$ cat config.mk
export PLATFORM = sky130hd
export DESIGN_NAME = trial_division_prime_counter_core
export DESIGN_NICKNAME = d
export VERILOG_FILES = /design/src/hdl/tdpc_pkg.sv /design/src/hdl/tdpc_rem.sv /design/src/hdl/trial_division_prime_counter_core.sv
export SDC_FILE = /design/constraint.sdc
export NUM_CORES = 1
export LEC_CHECK = 0
export BUFFER_PORTS_ARGS = -buffer_cell sky130_fd_sc_hd__buf_2
export CAP_MARGIN = 20
export CORE_UTILIZATION = 45
export CTS_CLUSTER_DIAMETER = 100
export CTS_CLUSTER_SIZE = 20
export DETAILED_ROUTE_END_ITERATION = 10
export PLACE_DENSITY = 0.64
export RECOVER_POWER = 25
export SLEW_MARGIN = 20
export SYNTH_ARGS = -nofsm -noshare
export SYNTH_HDL_FRONTEND = slang
export SYNTH_HIERARCHICAL = 1
export SYNTH_SLANG_ARGS = --single-unit
$ cat constraint.sdc
create_clock -name clk -period 5.3 [get_ports clk]
set_clock_uncertainty 0.15 [all_clocks]
set_input_delay 1.06 -clock clk [delete_from_list [all_inputs] [get_ports clk]]
set_output_delay 1.06 -clock clk [all_outputs]
set_load 0.005 [all_outputs]
$ cat src/hdl/tdpc_pkg.sv
// Package for the trial-division prime counter.
// Field widths, transaction payload structs and divider status type.
// No dependencies.
`default_nettype none

package tdpc_pkg;

    localparam int VALUE_BITS = 31;
    localparam int DIV_BITS   = VALUE_BITS / 2 + 1;
    localparam int SQ_BITS    = 2 * DIV_BITS;
    localparam int CNT_BITS   = $clog2(VALUE_BITS);

    typedef struct packed {
        logic [VALUE_BITS-1:0] candidate;
        logic                  clear_count;
    } tdpc_in_t;

    typedef struct packed {
        logic [VALUE_BITS-1:0] tested_value;
        logic                  prime_flag;
        logic [VALUE_BITS-1:0] prime_total;
    } tdpc_out_t;

    typedef struct packed {
        logic done;
        logic zero;
    } tdpc_rem_status_t;

endpackage

`default_nettype wire

$ cat src/hdl/tdpc_rem.sv
// Bit-serial restoring remainder unit: one dividend bit per cycle.
// Depends on tdpc_pkg.
`default_nettype none

module tdpc_rem (
    input  wire logic                           clk,
    input  wire logic                           rst_n,
    input  wire logic                           start,
    input  wire logic [tdpc_pkg::VALUE_BITS-1:0] dividend,
    input  wire logic [tdpc_pkg::DIV_BITS-1:0]   divisor,
    output tdpc_pkg::tdpc_rem_status_t           status
);
    import tdpc_pkg::*;

    logic                  busy_reg, busy_next;
    logic                  done_reg, done_next;
    logic [CNT_BITS-1:0]   count_reg, count_next;
    logic [VALUE_BITS-1:0] shift_reg, shift_next;
    logic [DIV_BITS-1:0]   rem_reg, rem_next;
    logic [DIV_BITS-1:0]   div_reg, div_next;
    logic [DIV_BITS:0]     trial;
    logic [DIV_BITS:0]     diff;

    assign trial = {rem_reg, shift_reg[VALUE_BITS-1]};
    assign diff  = trial - {1'b0, div_reg};

    always_comb
    begin
        busy_next  = busy_reg;
        done_next  = 1'b0;
        count_next = count_reg;
        shift_next = shift_reg;
        rem_next   = rem_reg;
        div_next   = div_reg;
        if (start)
        begin
            busy_next  = 1'b1;
            count_next = CNT_BITS'(VALUE_BITS - 1);
            shift_next = dividend;
            rem_next   = '0;
            div_next   = divisor;
        end
        else if (busy_reg)
        begin
            shift_next = {shift_reg[VALUE_BITS-2:0], 1'b0};
            if (trial >= {1'b0, div_reg})
                rem_next = diff[DIV_BITS-1:0];
            else
                rem_next = trial[DIV_BITS-1:0];
            count_next = count_reg - 1'b1;
            if (count_reg == '0)
            begin
                busy_next = 1'b0;
                done_next = 1'b1;
            end
        end
    end

    always_ff @(posedge clk or negedge rst_n)
    begin
        if (!rst_n)
        begin
            busy_reg  <= 1'b0;
            done_reg  <= 1'b0;
            count_reg <= '0;
        end
        else
        begin
            busy_reg  <= busy_next;
            done_reg  <= done_next;
            count_reg <= count_next;
        end
    end

    always_ff @(posedge clk)
    begin
        shift_reg <= shift_next;
        rem_reg   <= rem_next;
        div_reg   <= div_next;
    end

    assign status.done = done_reg;
    assign status.zero = (rem_reg == '0);

    a_done_not_busy: assert property (@(posedge clk) disable iff (!rst_n)
        done_reg |-> !busy_reg)
        else $error("remainder done while still busy");

    a_start_busy: assert property (@(posedge clk) disable iff (!rst_n)
        start |=> busy_reg)
        else $error("start did not begin a division");

    a_no_restart: assert property (@(posedge clk) disable iff (!rst_n)
        busy_reg |-> !start)
        else $error("start while division in progress");

endmodule

`default_nettype wire

$ cat src/hdl/trial_division_prime_counter_core.sv
// Candidates below 2 go straight to ST_FINISH; else each divisor tried takes a bound check,
// VALUE_BITS remainder steps and a verdict; a prime ends on one more bound check.
// Throughput: one transaction at a time; the bit-serial remainder unit sets the rate.
// A new input is taken while a finished result waits in the output register.
// Reset (rst_n, async, active low) clears the prime count, the FSM and output valid.
// Depends on tdpc_pkg and tdpc_rem.
`default_nettype none

module trial_division_prime_counter_core (
    input  wire logic                clk,
    input  wire logic                rst_n,
    input  wire logic                in_valid,
    output logic                     in_ready,
    input  wire tdpc_pkg::tdpc_in_t  in_data,
    output logic                     out_valid,
    input  wire logic                out_ready,
    output tdpc_pkg::tdpc_out_t      out_data
);
    import tdpc_pkg::*;

    typedef enum logic [4:0] {
        ST_IDLE   = 5'b00001,
        ST_BOUND  = 5'b00010,
        ST_DIVIDE = 5'b00100,
        ST_FINISH = 5'b01000,
        ST_WAIT   = 5'b10000
    } state_t;

    state_t                state_reg, state_next;
    logic [VALUE_BITS-1:0] cand_reg, cand_next;
    logic [DIV_BITS-1:0]   divisor_reg, divisor_next;
    logic [SQ_BITS-1:0]    sq_reg, sq_next;
    logic                  prime_reg, prime_next;
    logic [VALUE_BITS-1:0] tally_reg, tally_next;
    logic                  out_valid_reg, out_valid_next;
    tdpc_out_t             out_reg, out_next;
    logic                  rem_start;
    tdpc_rem_status_t      rem_status;
    logic                  in_fire;
    logic                  out_free;

    assign in_ready  = (state_reg == ST_IDLE);
    assign in_fire   = in_valid && in_ready;
    assign out_free  = !out_valid_reg || out_ready;
    assign out_valid = out_valid_reg;
    assign out_data  = out_reg;

    tdpc_rem u_rem (
        .clk      (clk),
        .rst_n    (rst_n),
        .start    (rem_start),
        .dividend (cand_reg),
        .divisor  (divisor_reg),
        .status   (rem_status)
    );

    always_comb
    begin
        state_next     = state_reg;
        cand_next      = cand_reg;
        divisor_next   = divisor_reg;
        sq_next        = sq_reg;
        prime_next     = prime_reg;
        tally_next     = tally_reg;
        out_valid_next = out_valid_reg;
        out_next       = out_reg;
        rem_start      = 1'b0;

        if (out_valid_reg && out_ready)
            out_valid_next = 1'b0;

        case (state_reg)
            ST_IDLE:
            begin
                if (in_fire)
                begin
                    cand_next    = in_data.candidate;
                    divisor_next = DIV_BITS'(2);
                    sq_next      = SQ_BITS'(4);
                    prime_next   = 1'b0;
                    if (in_data.clear_count)
                        tally_next = '0;
                    if (in_data.candidate < VALUE_BITS'(2))
                        state_next = ST_FINISH;
                    else
                        state_next = ST_BOUND;
                end
            end
            ST_BOUND:
            begin
                if (sq_reg > SQ_BITS'(cand_reg))
                begin
                    prime_next = 1'b1;
                    state_next = ST_FINISH;
                end
                else
                begin
                    rem_start  = 1'b1;
                    state_next = ST_DIVIDE;
                end
            end
            ST_DIVIDE:
            begin
                if (rem_status.done)
                begin
                    if (rem_status.zero)
                        state_next = ST_FINISH;
                    else
                    begin
                        sq_next      = sq_reg + SQ_BITS'({divisor_reg, 1'b1});
                        divisor_next = divisor_reg + 1'b1;
                        state_next   = ST_BOUND;
                    end
                end
            end
            ST_FINISH:
            begin
                if (prime_reg && (tally_reg != '1))
                    tally_next = tally_reg + 1'b1;
                state_next = ST_WAIT;
            end
            ST_WAIT:
            begin
                if (out_free)
                begin
                    out_next.tested_value = cand_reg;
                    out_next.prime_flag   = prime_reg;
                    out_next.prime_total  = tally_reg;
                    out_valid_next        = 1'b1;
                    state_next            = ST_IDLE;
                end
            end
            default:
            begin
                state_next = ST_IDLE;
            end
        endcase
    end

    always_ff @(posedge clk or negedge rst_n)
    begin
        if (!rst_n)
        begin
            state_reg     <= ST_IDLE;
            tally_reg     <= '0;
            out_valid_reg <= 1'b0;
        end
        else
        begin
            state_reg     <= state_next;
            tally_reg     <= tally_next;
            out_valid_reg <= out_valid_next;
        end
    end

    always_ff @(posedge clk)
    begin
        cand_reg    <= cand_next;
        divisor_reg <= divisor_next;
        sq_reg      <= sq_next;
        prime_reg   <= prime_next;
        out_reg     <= out_next;
    end

    a_state_onehot: assert property (@(posedge clk) disable iff (!rst_n)
        $onehot(state_reg))
        else $error("state register not one-hot");

    a_prime_ge_two: assert property (@(posedge clk) disable iff (!rst_n)
        (out_valid_reg && out_reg.prime_flag) |-> (out_reg.tested_value >= VALUE_BITS'(2)))
        else $error("value below two reported prime");

    a_divisor_min: assert property (@(posedge clk) disable iff (!rst_n)
        (state_reg == ST_BOUND || state_reg == ST_DIVIDE) |-> (divisor_reg >= DIV_BITS'(2)))
        else $error("trial divisor below two");

    a_tally_step: assert property (@(posedge clk) disable iff (!rst_n)
        (state_reg == ST_FINISH) |=> (tally_reg == $past(tally_reg)
            || tally_reg == $past(tally_reg) + 1'b1))
        else $error("prime count moved by more than one");

endmodule

`default_nettype wire
# Word-level counts from Yosys, hierarchy flattened
# Index checks and enable logic that the tools add are counted.
[totals]
n_memories = 0
latch_bits = 0
ff_bits = 250
ram_bits = 0
word_cells = 92
input_bits = 36
romBits = 0
output_inout_bits = 65
[classes]
n_shift = 0
n_div = 0
mul = 0
n_eq_ne = 13
muxes = 38
n_lt_le_gt_ge = 3
n_addsub = 5
reduce_logical = 17
bitwise_logic = 0
[ops]
columns = ["cell", "count"]
rows = [
  ["$mux 31", 5],
  ["$mux 32", 3],
  ["$mux 16", 4],
  ["$pmux 32 s2", 1],
  ["$pmux 31 s2", 1],
  ["$add 32x17->32", 1],
  ["$gt 32x31->1", 1],
  ["$pmux 16 s2", 1],
  ["$add 31x1->31 const B", 1],
  ["$lt 31x2->1 const B", 1],
  ["$ne 31x31->1 const B", 1],
  ["$mux 5", 5],
  ["$pmux 5 s5", 1],
  ["$ge 17x16->1", 1],
  ["$add 16x1->16 const B", 1],
  ["$logic_not 16->1", 1],
  ["$sub 16x16->16", 1],
  ["$mux 1", 13],
  ["$mux 4", 3],
  ["$ne 2x2->1 const B", 4],
  ["$reduce_and 4->1", 2],
  ["$reduce_bool 2->1", 4],
  ["$ne 2x1->1 const B", 3],
  ["$reduce_and 3->1", 2],
  ["12 further kinds", 15],
]

# Longest topological paths before layout
[depth]
word_depth = 4
depth_mapped = 13
depth_no_buf = 11

# Hierarchy
# The synthesis kept the hierarchy.
[modules_own_cells]
columns = ["mod", "seq_area_each_um2", "area_per_inst_um2", "cells_each", "n_inst"]
rows = [
  ["trial_division_prime_counter_core", 5221.3, 8754.6, 745, 1],
  ["tdpc_rem", 1906.8, 3793.6, 331, 1],
]

# Least setup slack after synthesis
# No wires, ideal clock.
[synth_timing]
path_kind = "input to register"
from = "input out_ready"
to = "register out_reg, in the netlist out_data[0] (enable)"
arrival_ns = 4.145
stages = 2
t_required_ns = 4.645
path_slack_ns = 0.500
setup_time_ns = 0.505
path_buffers = 0
cell_sequence = "inv_1 > a21oi_1"
[synth_via]
elab_chain_cells = 2
[synth_lines]
columns = ["element", "line", "rtl"]
rows = [
  ["start, declared", "trial_division_prime_counter_core.sv:16", "input wire logic out_ready,"],
  ["$logic_or 1x1->1", "trial_division_prime_counter_core.sv:44", "assign out_free = !out_valid_reg || out_ready;"],
  ["$reduce_and 2->1 (no source line)", "-", ""],
  ["end signal, assigned", "trial_division_prime_counter_core.sv:162", "out_reg <= out_next;"],
  ["end, declared", "trial_division_prime_counter_core.sv:36", "tdpc_out_t out_reg, out_next;"],
]
# No other way between the ends.
# A chain may end at the register's enable or synchronous reset.

# Worst setup path in the final report
[layout_timing]
from = "register sq_reg[21]"
to = "register u_rem.shift_reg[13], data pin"
[layout_via]
elab_chain_cells = 4
[layout_lines]
columns = ["element", "line", "rtl"]
rows = [
  ["start, declared", "trial_division_prime_counter_core.sv:32", "logic [SQ_BITS-1:0] sq_reg, sq_next;"],
  ["start signal, assigned", "trial_division_prime_counter_core.sv:160", "sq_reg <= sq_next;"],
  ["$gt 32x31->1", "trial_division_prime_counter_core.sv:91", "if (sq_reg > SQ_BITS'(cand_reg))"],
  ["$mux 1", "trial_division_prime_counter_core.sv:91", ""],
  ["$mux 1", "trial_division_prime_counter_core.sv:72", "case (state_reg)"],
  ["net rem_start", "trial_division_prime_counter_core.sv:37", "logic rem_start;"],
  ["$mux 31", "tdpc_rem.sv:35", "if (start)"],
  ["net u_rem.shift_next[13]", "tdpc_rem.sv:18", "logic [VALUE_BITS-1:0] shift_reg, shift_next;"],
  ["end signal, assigned", "tdpc_rem.sv:77", "shift_reg <= shift_next;"],
  ["end, declared", "tdpc_rem.sv:18", ""],
]
# The timed path passes the listed nets, and every way through them passes these cells.

==> results.json <==
{
  "outcome": "finished, violations left",
  "violations": "max-capacitance violations, max-slew violations",
  "initial_core_util": 0.462,
  "drtIter0Drc": 629,
  "cts_setup_buffers": 0,
  "htreeDepth": 1,
  "cts_tree": "yes",
  "fin_crit_ns": 3.60,
  "yosys.cell_count.top_type": "edfxtp_1",
  "p_leak_nw": 5.33,
  "die_h_um": 169,
  "dp_hpwl_um": 18800,
  "syn_area_per_cell_um2": 11.7,
  "startpoint_type": "flip-flop",
  "yosysTopAreaCell": "edfxtp_1",
  "drt_pass1_iterations": 7,
  "p_total_mw": 6.38,
  "ys_types": 71,
  "async_flop_share": 0.176,
  "hold_violations": 0,
  "rsz0062_at_grt": "no",
  "hold_buffers": 0,
  "seq_area_frac_synth": 0.568,
  "setup_tns_ns": 0,
  "synth_top_area_share": 0.455,
  "crit_chain": "ha_1 > nand4_1 > nor4_1 > nand3_1 > nand2_1 > o2bb2ai_1 > nor2_4 > buf_4 > mux2_2",
  "ys_warn_count": 6,
  "cp.depth": 9,
  "cp-end-kind": "flip-flop",
  "via_count": 8495,
  "wl_per_cell_um": 17.2,
  "io_pins": 101,
  "antenna_left": 0,
  "fmax_ghz": 0.278,
  "cts_sinks": 250,
  "gp_congestion": 0.868,
  "overflow": 0,
  "maxSlewViolCount": 45,
  "relSlewSlack": -0.619,
  "port_buffers": 100,
  "tightest_slew_ns": 2.43,
  "grt_pass1_wl_um": 43200,
  "track_usage": 0.189,
  "worst_ep_arrival_time_ns": 3.70,
  "reg2reg_depth": 9,
  "path_buf_inv": 1,
  "drt_wl_total_um": 26500,
  "cts_buffer_depth": 3,
  "die-area_um2": 28600,
  "slowest_delay_ns": 0.71,
  "synth_area_leaders": "edfxtp_1 45%, dfrtp_1 8.6%, ha_1 6.7%",
  "place_area_um2": 13500,
  "ir_drop_mv": 0.215,
  "synth_nets": 1181,
  "cts_root_buf": "clkbuf_16",
  "critPathRequiredTime_ns": 5.40,
  "clock_latency_ns": 0.51,
  "antenna_found_initial": 0,
  "post-route-period-util": 0.679,
  "ys_ff_latch": 250,
  "largest_reg_flops": 63,
  "route.detailed.drc": 0,
  "die_w_um": 169,
  "grt_max_degree": 75,
  "crit_type": "reg2reg",
  "synth_edf_count": 190,
  "nets": 1274,
  "hp-class": "reg2reg",
  "crit_fanout": 74,
  "nFillCells": 2491,
  "syn_area_um2": 12500,
  "max_cap_violations": 1,
  "area_growth_pct": 10.8,
  "final_area_um2": 13900,
  "rows": 60,
  "hold_slack_ns": 0.313,
  "setup_viol": 0,
  "synth_common_cells": "190 x edfxtp_1, 86 x nor2_1, 74 x nand2_1",
  "critPathTopFamily": "simple AND/OR/NAND/NOR gates",
  "viasPerCell": 5.49,
  "synthCells": 1076,
  "powerDensity_nw_per_um2": 459,
  "drive_gt1_frac": 0.129,
  "synth_top_flop_cell": "edfxtp_1",
  "fin_util": 0.512,
  "cts.repair.resized": 0,
  "crit_path_top_delay_cell": "buf_4",
  "antenna_cells": 0,
  "hold_depth": 0,
  "cts_buffers": 16,
  "clk_pin_slew_ns": 0.09,
  "core_um2": 27200,
  "grt_pass1_vias": 8245
}
per-stage QoR:
step / setup WS [ns] / cells
floorplan: 0.500 / 1076
global placement: 1.79 / 1523
detailed placement: 1.71 / 1523
CTS: 1.67 / 1546
global route: 1.37 / 1546
finish: 1.70 / 1546
cell families (layout without fill, tap and decap cells):
family | after synthesis | after routing | synth area share
XOR/XNOR | 51 | 51 | 0.0356
adder cells (fa/ha/maj) | 69 | 69 | 0.0700
AO/OA/AOI/OAI | 210 | 210 | 0.112
flip-flops | 250 | 250 | 0.568
multiplexers | 48 | 48 | 0.0415
AND/OR/NAND/NOR | 343 | 343 | 0.141
buffers and inverters | 105 | 203 | 0.0324
where the power goes:
group | switching [mW] | internal [mW] | total, mW
registers | 0.323 | 2.65 | 2.98
clock network | 0.637 | 0.636 | 1.27
logic | 1.24 | 0.888 | 2.13
total | 2.20 | 4.18 | 6.38
layout make-up:
| type | count | area [um2] | share of cell area |
|---|---|---|---|
| Multi-Input combinational cell | 721 | 5030 | 0.362 |
| Clock inverter | 2 | 38.8 | 0.00279 |
| Timing Repair Buffer | 106 | 518 | 0.0373 |
| Tap cell | 372 | 465 | 0.0335 |
| Clock buffer | 21 | 440 | 0.0317 |
| Inverter | 74 | 278 | 0.0200 |
| Sequential cell | 250 | 7130 | 0.513 |
cells in the final DEF (no fill, tap or decap), types with 7 or more instances in the layout:
master / instances
a21oi_1: 54
nand3_1: 26
ha_1: 67
dfrtp_1: 43
o21ai_1: 7
nand4_1: 23
o211ai_1: 17
o2111ai_1: 7
clkbuf_16: 17
nor4_1: 15
a21o_1: 15
nand2_1: 73
edfxtp_1: 190
xnor2_1: 18
clkbuf_1: 26
xor2_1: 33
nand2b_1: 21
nor2_1: 85
dfxtp_1: 16
inv_1: 73
nor3_1: 17
mux2_2: 32
o21ai_0: 33
or3_1: 18
o31ai_1: 9
and3_1: 18
buf_2: 78
a211oi_1: 18
mux2i_1: 16
worst paths after layout:
| check | from | end | slack, ns |
|---|---|---|---|
| setup / recovery | sq_reg[21] | u_rem/shift_reg[13] | 1.70 |
| min in group asynchronous | rst_n | tally_reg[23] | 1.16 |
| setup reg to reg | sq_reg[21] | u_rem/shift_reg[13] | 1.70 |
| hold / removal | prime_reg | out_data[31] | 0.31 |
| hold reg to reg | prime_reg | out_data[31] | 0.31 |
| max in group asynchronous | rst_n | u_rem/count_reg[3] | 2.46 |
metal layers:
layer  track usage  vias up  wire [um]
li1              -     4195          -
met5             0        -          0
met1         0.266     4097      12500
met2         0.314      170      12500
met3        0.0213       33        923
met4        0.0482        0        590
(Power assumes the default switching activity.)
